--- src/sv/lpcd_pkg.sv ---
// ----------------------------------------------------------------------------
// lpcd_pkg
// Shared types and constants of the page cache directory: operation codes,
// field widths, the queued item and the queue status bundle.
// ----------------------------------------------------------------------------
`default_nettype none

package lpcd_pkg;

   localparam int MODE_W      = 2;
   localparam int FILE_ID_W   = 2;
   localparam int PAGE_W      = 20;
   localparam int COUNT_W     = 21;
   localparam int SLOT_OUT_W  = 3;
   localparam int TOTAL_W     = 32;
   localparam int STAMP_W     = 32;
   localparam int QUEUE_DEPTH = 2;
   localparam int QPTR_W      = 1;
   localparam int QCNT_W      = 2;

   typedef enum logic [MODE_W-1:0] {
      OP_READ  = 2'd0,
      OP_WRITE = 2'd1,
      OP_OPEN  = 2'd2,
      OP_CLOSE = 2'd3
   } op_type;

   typedef struct packed {
      op_type                 op;
      logic [FILE_ID_W-1:0]   fid;
      logic [PAGE_W-1:0]      page;
      logic [COUNT_W-1:0]     count;
   } item_type;

   typedef struct packed {
      logic full;
      logic empty;
   } queue_stat_type;

endpackage

`default_nettype wire

--- src/sv/lpcd_front.sv ---
// ----------------------------------------------------------------------------
// lpcd_front
// Accept side: take an item when the queue has room, decode the operation
// and fold the file number into the configured file range.
// ----------------------------------------------------------------------------
`default_nettype none

module lpcd_front
   import lpcd_pkg::*;
#(
   parameter int FILES = 4
) (
   input  wire logic                 start,
   output logic                      busy,
   input  wire logic [MODE_W-1:0]    req_mode,
   input  wire logic [FILE_ID_W-1:0] req_file_id,
   input  wire logic [PAGE_W-1:0]    req_page_id,
   input  wire logic [COUNT_W-1:0]   req_page_count,
   input  wire queue_stat_type       q_stat,
   output logic                      push,
   output item_type                  push_item
);

   int fid_work;

   // fold the file number: at most three subtractions for a two-bit id
   always_comb begin
      fid_work = int'(req_file_id);
      for (int k = 0; k < 3; k++) begin
         if (fid_work >= FILES) begin
            fid_work = fid_work - FILES;
         end
      end
   end

   always_comb begin
      push_item.op    = op_type'(req_mode);
      push_item.fid   = fid_work[FILE_ID_W-1:0];
      push_item.page  = req_page_id;
      push_item.count = req_page_count;
   end

   assign busy = q_stat.full;
   assign push = start && !q_stat.full;

endmodule

`default_nettype wire

--- src/sv/lpcd_queue.sv ---
// ----------------------------------------------------------------------------
// lpcd_queue
// Two-entry item queue between the accept side and the directory engine.
// ----------------------------------------------------------------------------
`default_nettype none

module lpcd_queue
   import lpcd_pkg::*;
(
   input  wire logic     clock,
   input  wire logic     reset,
   input  wire logic     push,
   input  wire item_type push_item,
   input  wire logic     pop,
   output item_type      pop_item,
   output queue_stat_type q_stat
);

   item_type          entry_ff [QUEUE_DEPTH];
   logic [QPTR_W-1:0] wr_ptr_ff, wr_ptr_in;
   logic [QPTR_W-1:0] rd_ptr_ff, rd_ptr_in;
   logic [QCNT_W-1:0] count_ff,  count_in;

   always_comb begin
      wr_ptr_in = push ? wr_ptr_ff + 1'b1 : wr_ptr_ff;
      rd_ptr_in = pop  ? rd_ptr_ff + 1'b1 : rd_ptr_ff;
      unique case ({push, pop})
         2'b10:   count_in = count_ff + 1'b1;
         2'b01:   count_in = count_ff - 1'b1;
         default: count_in = count_ff;
      endcase
   end

   always_ff @(posedge clock) begin
      if (reset) begin
         wr_ptr_ff <= '0;
         rd_ptr_ff <= '0;
         count_ff  <= '0;
      end else begin
         wr_ptr_ff <= wr_ptr_in;
         rd_ptr_ff <= rd_ptr_in;
         count_ff  <= count_in;
      end
   end

   always_ff @(posedge clock) begin
      if (push) begin
         entry_ff[wr_ptr_ff] <= push_item;
      end
   end

   assign pop_item     = entry_ff[rd_ptr_ff];
   assign q_stat.full  = (count_ff == QCNT_W'(QUEUE_DEPTH));
   assign q_stat.empty = (count_ff == '0);

endmodule

`default_nettype wire

--- src/sv/lpcd_back.sv ---
// ----------------------------------------------------------------------------
// lpcd_back
// Directory engine: slot tags and stamps, file end table, victim scan and
// result registers. One item at a time.
// ----------------------------------------------------------------------------
`default_nettype none

module lpcd_back
   import lpcd_pkg::*;
#(
   parameter int SLOTS = 8,
   parameter int FILES = 4
) (
   input  wire logic                  clock,
   input  wire logic                  reset,
   input  wire queue_stat_type        q_stat,
   output logic                       pop,
   input  wire item_type              pop_item,
   output logic                       rsp_strobe,
   output logic                       rsp_status,
   output logic                       rsp_hit,
   output logic [SLOT_OUT_W-1:0]      rsp_slot,
   output logic [COUNT_W-1:0]         rsp_end_page,
   output logic [TOTAL_W-1:0]         rsp_reads_done,
   output logic [TOTAL_W-1:0]         rsp_writes_done
);

   localparam int SW = $clog2(SLOTS);
   localparam int FW = (FILES > 1) ? $clog2(FILES) : 1;

   typedef enum logic [1:0] {ST_IDLE, ST_LOOK, ST_SCAN, ST_FILL} state_type;

   // slot directory
   logic [STAMP_W-1:0]   stamp_ff [SLOTS];
   logic [FILE_ID_W-1:0] owner_ff [SLOTS];
   logic [PAGE_W-1:0]    page_ff  [SLOTS];

   // file end table, valid bits stand for the cleared state
   logic [COUNT_W-1:0]   end_mem [FILES];
   logic                 end_vld_ff [FILES];
   logic [COUNT_W-1:0]   end_rd_ff;
   logic                 end_rd_vld_ff;

   state_type            state_ff, state_in;
   item_type             cur_ff, cur_in;
   logic [STAMP_W-1:0]   use_clock_ff, use_clock_in;
   logic [TOTAL_W-1:0]   read_total_ff, read_total_in;
   logic [TOTAL_W-1:0]   write_total_ff, write_total_in;
   logic [SW-1:0]        scan_idx_ff, scan_idx_in;
   logic [SW-1:0]        best_idx_ff, best_idx_in;
   logic [STAMP_W-1:0]   best_stamp_ff, best_stamp_in;

   logic                 rsp_strobe_ff, rsp_strobe_in;
   logic                 rsp_status_ff, rsp_status_in;
   logic                 rsp_hit_ff, rsp_hit_in;
   logic [SLOT_OUT_W-1:0] rsp_slot_ff, rsp_slot_in;
   logic [COUNT_W-1:0]   rsp_end_ff, rsp_end_in;
   logic [TOTAL_W-1:0]   rsp_reads_ff, rsp_reads_in;
   logic [TOTAL_W-1:0]   rsp_writes_ff, rsp_writes_in;

   logic [SLOTS-1:0]     own_hit, tag_hit, tag_first, empty_vec, clr_vec;
   logic [SW-1:0]        hit_idx, empty_idx;
   logic [COUNT_W-1:0]   end_cur, end_bump;
   logic                 past_end;
   logic [STAMP_W-1:0]   stamp_next, scan_stamp;

   logic                 stamp_we, fill_we, mem_we;
   logic [SW-1:0]        stamp_wa;
   logic [COUNT_W-1:0]   mem_wd;
   logic [FW-1:0]        mem_wa, rd_a;

   // tag compare across all slots
   always_comb begin
      for (int i = 0; i < SLOTS; i++) begin
         empty_vec[i] = (stamp_ff[i] == '0);
         own_hit[i]   = !empty_vec[i] && (owner_ff[i] == cur_ff.fid);
         tag_hit[i]   = own_hit[i] && (page_ff[i] == cur_ff.page);
      end
   end

   assign tag_first = tag_hit & (~tag_hit + 1'b1);

   // lowest-numbered hit and lowest-numbered empty slot
   always_comb begin
      hit_idx   = '0;
      empty_idx = '0;
      for (int i = SLOTS - 1; i >= 0; i--) begin
         if (tag_hit[i]) begin
            hit_idx = SW'(i);
         end
         if (empty_vec[i]) begin
            empty_idx = SW'(i);
         end
      end
   end

   assign end_cur    = end_rd_vld_ff ? end_rd_ff : '0;
   assign past_end   = ({1'b0, cur_ff.page} >= end_cur);
   assign end_bump   = past_end ? ({1'b0, cur_ff.page} + 1'b1) : end_cur;
   assign stamp_next = use_clock_ff + 1'b1;
   assign scan_stamp = stamp_ff[scan_idx_ff];
   assign mem_wa     = FW'(cur_ff.fid);
   assign rd_a       = FW'(pop_item.fid);

   always_comb begin
      state_in       = state_ff;
      pop            = 1'b0;
      cur_in         = cur_ff;
      use_clock_in   = use_clock_ff;
      read_total_in  = read_total_ff;
      write_total_in = write_total_ff;
      scan_idx_in    = scan_idx_ff;
      best_idx_in    = best_idx_ff;
      best_stamp_in  = best_stamp_ff;
      rsp_strobe_in  = 1'b0;
      rsp_status_in  = rsp_status_ff;
      rsp_hit_in     = rsp_hit_ff;
      rsp_slot_in    = rsp_slot_ff;
      rsp_end_in     = rsp_end_ff;
      rsp_reads_in   = rsp_reads_ff;
      rsp_writes_in  = rsp_writes_ff;
      stamp_we       = 1'b0;
      fill_we        = 1'b0;
      stamp_wa       = hit_idx;
      mem_we         = 1'b0;
      mem_wd         = '0;
      clr_vec        = '0;

      unique case (state_ff)
         ST_IDLE: begin
            if (!q_stat.empty) begin
               pop      = 1'b1;
               cur_in   = pop_item;
               state_in = ST_LOOK;
            end
         end
         ST_LOOK: begin
            rsp_strobe_in = 1'b1;
            rsp_status_in = 1'b0;
            rsp_hit_in    = 1'b0;
            rsp_slot_in   = '0;
            rsp_end_in    = end_cur;
            rsp_reads_in  = read_total_ff;
            rsp_writes_in = write_total_ff;
            state_in      = ST_IDLE;
            unique case (cur_ff.op)
               OP_READ: begin
                  priority if (past_end) begin
                     rsp_status_in = 1'b1;
                  end else if (|tag_hit) begin
                     stamp_we     = 1'b1;
                     stamp_wa     = hit_idx;
                     use_clock_in = stamp_next;
                     rsp_hit_in   = 1'b1;
                     rsp_slot_in  = SLOT_OUT_W'(hit_idx);
                  end else if (|empty_vec) begin
                     stamp_we      = 1'b1;
                     fill_we       = 1'b1;
                     stamp_wa      = empty_idx;
                     use_clock_in  = stamp_next;
                     read_total_in = read_total_ff + 1'b1;
                     rsp_slot_in   = SLOT_OUT_W'(empty_idx);
                     rsp_reads_in  = read_total_ff + 1'b1;
                  end else begin
                     // directory full: hold the result, scan for the oldest stamp
                     rsp_strobe_in = 1'b0;
                     best_idx_in   = '0;
                     best_stamp_in = stamp_ff[0];
                     scan_idx_in   = SW'(1);
                     state_in      = ST_SCAN;
                  end
               end
               OP_WRITE: begin
                  clr_vec        = tag_first;
                  mem_we         = 1'b1;
                  mem_wd         = end_bump;
                  rsp_end_in     = end_bump;
                  write_total_in = write_total_ff + 1'b1;
                  rsp_writes_in  = write_total_ff + 1'b1;
               end
               OP_OPEN: begin
                  mem_we     = 1'b1;
                  mem_wd     = cur_ff.count;
                  rsp_end_in = cur_ff.count;
               end
               OP_CLOSE: begin
                  clr_vec    = own_hit;
                  mem_we     = 1'b1;
                  mem_wd     = '0;
                  rsp_end_in = '0;
               end
               default: begin
                  rsp_status_in = 1'b0;
               end
            endcase
         end
         ST_SCAN: begin
            if (scan_stamp < best_stamp_ff) begin
               best_idx_in   = scan_idx_ff;
               best_stamp_in = scan_stamp;
            end
            if (scan_idx_ff == SW'(SLOTS - 1)) begin
               state_in = ST_FILL;
            end else begin
               scan_idx_in = scan_idx_ff + 1'b1;
            end
         end
         ST_FILL: begin
            stamp_we      = 1'b1;
            fill_we       = 1'b1;
            stamp_wa      = best_idx_ff;
            use_clock_in  = stamp_next;
            read_total_in = read_total_ff + 1'b1;
            rsp_strobe_in = 1'b1;
            rsp_status_in = 1'b0;
            rsp_hit_in    = 1'b0;
            rsp_slot_in   = SLOT_OUT_W'(best_idx_ff);
            rsp_end_in    = end_cur;
            rsp_reads_in  = read_total_ff + 1'b1;
            rsp_writes_in = write_total_ff;
            state_in      = ST_IDLE;
         end
         default: begin
            state_in = ST_IDLE;
         end
      endcase
   end

   // state, counters and result registers
   always_ff @(posedge clock) begin
      if (reset) begin
         state_ff       <= ST_IDLE;
         use_clock_ff   <= STAMP_W'(1);
         read_total_ff  <= '0;
         write_total_ff <= '0;
         rsp_strobe_ff  <= 1'b0;
      end else begin
         state_ff       <= state_in;
         cur_ff         <= cur_in;
         use_clock_ff   <= use_clock_in;
         read_total_ff  <= read_total_in;
         write_total_ff <= write_total_in;
         scan_idx_ff    <= scan_idx_in;
         best_idx_ff    <= best_idx_in;
         best_stamp_ff  <= best_stamp_in;
         rsp_strobe_ff  <= rsp_strobe_in;
         rsp_status_ff  <= rsp_status_in;
         rsp_hit_ff     <= rsp_hit_in;
         rsp_slot_ff    <= rsp_slot_in;
         rsp_end_ff     <= rsp_end_in;
         rsp_reads_ff   <= rsp_reads_in;
         rsp_writes_ff  <= rsp_writes_in;
      end
   end

   // stamps double as slot valid: zero means empty
   always_ff @(posedge clock) begin
      if (reset) begin
         for (int i = 0; i < SLOTS; i++) begin
            stamp_ff[i] <= '0;
         end
      end else begin
         for (int i = 0; i < SLOTS; i++) begin
            if (clr_vec[i]) begin
               stamp_ff[i] <= '0;
            end
            if (stamp_we && (stamp_wa == SW'(i))) begin
               stamp_ff[i] <= stamp_next;
            end
         end
      end
   end

   always_ff @(posedge clock) begin
      if (fill_we) begin
         owner_ff[stamp_wa] <= cur_ff.fid;
         page_ff[stamp_wa]  <= cur_ff.page;
      end
   end

   // file end table: one write port, registered read on pop
   always_ff @(posedge clock) begin
      if (mem_we) begin
         end_mem[mem_wa] <= mem_wd;
      end
      if (pop) begin
         end_rd_ff <= end_mem[rd_a];
      end
   end

   always_ff @(posedge clock) begin
      if (reset) begin
         for (int f = 0; f < FILES; f++) begin
            end_vld_ff[f] <= 1'b0;
         end
         end_rd_vld_ff <= 1'b0;
      end else begin
         if (mem_we) begin
            end_vld_ff[mem_wa] <= 1'b1;
         end
         if (pop) begin
            end_rd_vld_ff <= end_vld_ff[rd_a];
         end
      end
   end

   assign rsp_strobe      = rsp_strobe_ff;
   assign rsp_status      = rsp_status_ff;
   assign rsp_hit         = rsp_hit_ff;
   assign rsp_slot        = rsp_slot_ff;
   assign rsp_end_page    = rsp_end_ff;
   assign rsp_reads_done  = rsp_reads_ff;
   assign rsp_writes_done = rsp_writes_ff;

endmodule

`default_nettype wire

--- src/sv/lru_page_cache_directory_unit.sv ---
// ----------------------------------------------------------------------------
// lru_page_cache_directory_unit
// Tag directory of a shared, fully associative page read cache with
// timestamp LRU replacement, for reads, writes, opens and closes of pages.
// ----------------------------------------------------------------------------
// Usage:
//   Request side: drive start with req_mode, req_file_id, req_page_id and
//   req_page_count; the item is taken at a clock edge where start is high
//   and busy is low. busy rises while the two-entry item queue is full.
//   Result side: one item per request, shown for exactly one cycle with
//   rsp_strobe high. The receiver cannot hold results off and has no need
//   to: the result registers are written only once per item.
//   Path: every item passes through the item queue, the engine's pop step
//   and its lookup step, which loads the result registers; a read miss on a
//   full directory goes on to the oldest-stamp scan (one slot compared per
//   cycle) and the refill step, which loads the result registers instead.
//   The engine takes one item at a time: it pops the next item only once
//   the lookup step, or the scan and refill of such a miss, is done.
//   Reset: synchronous, active high. Empties every slot, clears the file
//   end table, sets the stamp clock to one and zeroes both totals. No
//   clearing pass follows: the block takes items in the first cycle after.
// ----------------------------------------------------------------------------
`default_nettype none

module lru_page_cache_directory_unit
   import lpcd_pkg::*;
#(
   parameter int SLOTS = 8,
   parameter int FILES = 4
) (
   input  wire logic                 clock,
   input  wire logic                 reset,
   input  wire logic                 start,
   output logic                      busy,
   input  wire logic [MODE_W-1:0]    req_mode,
   input  wire logic [FILE_ID_W-1:0] req_file_id,
   input  wire logic [PAGE_W-1:0]    req_page_id,
   input  wire logic [COUNT_W-1:0]   req_page_count,
   output logic                      rsp_strobe,
   output logic                      rsp_status,
   output logic                      rsp_hit,
   output logic [SLOT_OUT_W-1:0]     rsp_slot,
   output logic [COUNT_W-1:0]        rsp_end_page,
   output logic [TOTAL_W-1:0]        rsp_reads_done,
   output logic [TOTAL_W-1:0]        rsp_writes_done
);

   queue_stat_type q_stat;
   logic           push;
   logic           pop;
   item_type       push_item;
   item_type       pop_item;

   // accept and decode; fold the file number into range
   lpcd_front #(
      .FILES (FILES)
   ) u_front (
      .start          (start),
      .busy           (busy),
      .req_mode       (req_mode),
      .req_file_id    (req_file_id),
      .req_page_id    (req_page_id),
      .req_page_count (req_page_count),
      .q_stat         (q_stat),
      .push           (push),
      .push_item      (push_item)
   );

   // decouple the accept side from the engine
   lpcd_queue u_queue (
      .clock     (clock),
      .reset     (reset),
      .push      (push),
      .push_item (push_item),
      .pop       (pop),
      .pop_item  (pop_item),
      .q_stat    (q_stat)
   );

   // carry out each item against the directory and file end table
   lpcd_back #(
      .SLOTS (SLOTS),
      .FILES (FILES)
   ) u_back (
      .clock           (clock),
      .reset           (reset),
      .q_stat          (q_stat),
      .pop             (pop),
      .pop_item        (pop_item),
      .rsp_strobe      (rsp_strobe),
      .rsp_status      (rsp_status),
      .rsp_hit         (rsp_hit),
      .rsp_slot        (rsp_slot),
      .rsp_end_page    (rsp_end_page),
      .rsp_reads_done  (rsp_reads_done),
      .rsp_writes_done (rsp_writes_done)
   );

endmodule

`default_nettype wire

--- config.mk ---
export PLATFORM = sky130hd
export DESIGN_NAME = lru_page_cache_directory_unit
export DESIGN_NICKNAME = d
export VERILOG_FILES = /design/src/sv/lpcd_pkg.sv /design/src/sv/lpcd_front.sv /design/src/sv/lpcd_queue.sv /design/src/sv/lpcd_back.sv /design/src/sv/lru_page_cache_directory_unit.sv
export SDC_FILE = /design/constraint.sdc
export NUM_CORES = 1
export LEC_CHECK = 0
export BUFFER_PORTS_ARGS = -buffer_cell sky130_fd_sc_hd__clkbuf_2
export CORE_MARGIN = 8
export CORE_UTILIZATION = 40
export DETAILED_ROUTE_END_ITERATION = 10
export SYNTH_ARGS = -nofsm -noshare
export SYNTH_HDL_FRONTEND = slang
export SYNTH_SLANG_ARGS = --single-unit
--- constraint.sdc ---
create_clock -name clock -period 16.85 [get_ports clock]
set_input_delay 3.37 -clock clock [delete_from_list [all_inputs] [get_ports clock]]
set_output_delay 3.37 -clock clock [all_outputs]
set_load 0.02 [all_outputs]
==> flow_summary.toml <==
[layout]
fin_util = 0.459
n_fill_cell = 9250
nets = 3511
drive_gt1_frac = 0.175
multi_input_area_mm2 = 0.0148
layout_commonest_cell = "edfxtp_1"
layout_common_cells = "edfxtp_1, nor2_1, nand2_1"
postLayoutCellArea_mm2 = 0.0476
area_growth_pct = 13.5
seq_area_mm2 = 0.0263
diodes = 0

[placement]
gp_congestion = 0.867
placed_cell_area_mm2 = 0.0442
dpl.hpwl_um = 73400
port_buffers = 139

[synthesis]
ys_warn_count = 0
yosysTopAreaCell = "edfxtp_1"
synth.area.top_cells = "edfxtp_1, xor2_1, dfxtp_1"
async_reset_ff_frac = 0
ys_seq_elements = 912
synth_top_area_share = 0.576
seq_area_frac_synth = 0.627
syn_inst = 3274
syn-num-nets = 3384
yosysUniqueCellTypes = 88
synth_ff_type = "edfxtp_1"
synth_edf_count = 804
syn_avg_cell_area_um2 = 12.8
netlist_area_mm2 = 0.0419

[die]
die_area_mm2 = 0.115
initial_core_util = 0.404
num_rows = 118
dieWidth_um = 340
core_area_mm2 = 0.104
chipHeight_um = 340
io_pins = 140

[clock_tree]
clk_pin_slew_ps = 60
cts_tree = "done"
cts_resized = 0
root_buffer = "clkbuf_16"
cts_sinks = 912
cts_htree_levels = 3
insertion_delay_ps = 690
ctsHoldBuffers = 0
cts_setup_buffers = 0
clock_path_buffers = 3
cts_buffers = 96

[sta]
rsz0062_at_grt = "false"
fmax_mhz = 158
maxSlewHeadroom = 0.0742
period_minus_slack_ps = 6350
hold_violations = 0
setup_viol = 0
tns_ps = 0
slew_violations = 0
fin_crit_sh = 0.377
finClkSkew_ps = 58.1
tightestPinTransition_ps = 1390

[min_path]
hp-class = "reg2reg"
worstHoldStart = "u_queue.rd_ptr_ff$_SDFFE_PP0P_"
hold_path_depth = 2

[global_routing]
grt_antenna_before_repair = 2
gr-total-overflow = 0
track_usage = 0.185
grt_pass1_wl_um = 167000
first_global_vias = 26500
grt_max_degree = 80

[setup_path]
critPathMaxStageDelay_ps = 1170
arrival_ps = 6600
cp_max_fo = 46
worstPathRequired_ps = 17100
path_cells = "buf_4 -> nand2_1 -> ha_1 -> a21oi_1 -> o21ai_0 -> a221oi_1 -> a211o_1 -> and2_1 -> a41o_1 -> or3_4 -> nand4_4 -> nor2_2"
worstSetupPathType = "reg2reg"
timing.rr.end = "u_back.page_ff[6][13]$_DFFE_PP_"
endpoint_kind = "flip-flop"
reg2regPathDepth = 12
timing.rr.start = "u_back.end_rd_vld_ff$_SDFFE_PP0P_"
reg2reg_slack_ps = 10500
critPathSlowestCell = "nor2_2"
cp-start-kind = "flip-flop"

[drt]
drcViolationCount = 0
ant_nets = 0
vias = 26900
drtIter0Drc = 2513
dr.pass1.iters = 6
wl_um = 111000
vias_per_cell = 5.54
wl_per_cell_um = 22.8

[job]
cap_violations = 0

[run_status]
status = "finished, final reports clean"

[power]
power_leakage_nw = 16.3
powerDensity_mw_per_mm2 = 125
ir_worst_vdd_uv = 98.7
state kept, by name (all words and copies together) (netlist names), 2 cells and up, named ones only:
signal	cells
u_back.rsp_writes_done	32
u_back.best_idx_ff	3
u_queue.entry_ff	90
u_back.end_vld_ff	4
u_back.page_ff	160
u_back.use_clock_ff	32
u_back.scan_idx_ff	3
u_back.write_total_ff	32
u_back.mem_wa	2
u_back.best_stamp_ff	32
u_back.rsp_reads_done	32
u_queue.count_ff	2
u_back.end_rd_ff	21
u_back.owner_ff	16
u_back.read_total_ff	32
u_back.cur_ff	43
u_back.end_mem	84
u_back.rsp_end_page	21
u_back.stamp_ff	256
u_back.rsp_slot	3
synthesized netlist by cell type (all sizes together) (62+ instances only):
library cell and number:
edfxtp 804, nor2 347, nand2 332, xor2 253
nor3 133, nor4 126, dfxtp 108, a21oi 95
clkbuf 94, xnor2 94, nand4 87, mux2 86
buf 85, nand3 83, mux4 64, ha 62
worst max-delay path by stage:
stage / from / end / slack [ps] / cells past startpoint
final: u_back.end_rd_vld_ff$_SDFFE_PP0P_ / u_back.page_ff[6][13]$_DFFE_PP_ / 10500 / 12
after global routing: u_back.end_rd_vld_ff$_SDFFE_PP0P_ / u_back.page_ff[6][4]$_DFFE_PP_ / 10090 / 12
after CTS: u_back.end_rd_vld_ff$_SDFFE_PP0P_ / u_back.page_ff[6][13]$_DFFE_PP_ / 10490 / 12
after detailed placement: reset / u_back.stamp_ff[5][20]$_SDFFCE_PN0P_ / 9860 / 7
after global placement: reset / u_back.stamp_ff[5][12]$_SDFFCE_PN0P_ / 9960 / 7
after floorplan: reset / u_back.cur_ff[0]$_DFFE_PP_ / 8190 / 3
through the flow:
stage                     std cells  hold slack, ps  setup WS [ps]  power (W)
after global routing           4861             506          10090    0.00620
after floorplan                3274             458           8190    0.00342
after detailed placement       4683             486           9860    0.00378
after CTS                      4861             494          10490    0.00602
final                          4861             481          10500    0.00597
after global placement         4683             479           9960    0.00377
area by class of cell:
type	instances	share of cell area
sequential	912	0.553
clock inverter	52	0.0162
multi-input combinational	2129	0.310
inverter	54	0.00431
timing repair buffer	208	0.0256
tap	1380	0.0363
clock buffer	126	0.0546
worst max-delay path: cells and delay by family, from the launching register on:
kind | cells | cell delay, ps
buffers and inverters | 1 | 400
adder cells (fa/ha/maj) | 1 | 340
AO/OA/AOI/OAI | 5 | 1760
AND/OR/NAND/NOR | 5 | 3100
flip-flops | 1 | 310
cells by family after synthesis:
family | synth area share
flip-flops | 0.627
XOR/XNOR | 0.0725
buffers and inverters | 0.0251
multiplexers | 0.0584
AO/OA/AOI/OAI | 0.0478
AND/OR/NAND/NOR | 0.150
adder cells (fa/ha/maj) | 0.0185
where the power goes:
group          switching (W)  internal (W)
combinational       0.000648      0.000286
sequential          0.000104       0.00270
clock               0.000899       0.00134
routing by layer:
layer  track usage  vias to the layer above  share of wire
li1              -                    12400              -
met1         0.249                    13400           0.43
met2         0.303                      925           0.47
met3        0.0363                      188          0.068
met4        0.0574                        4          0.029
met5             0                        -        0.00028
(Power assumes the default switching activity.)
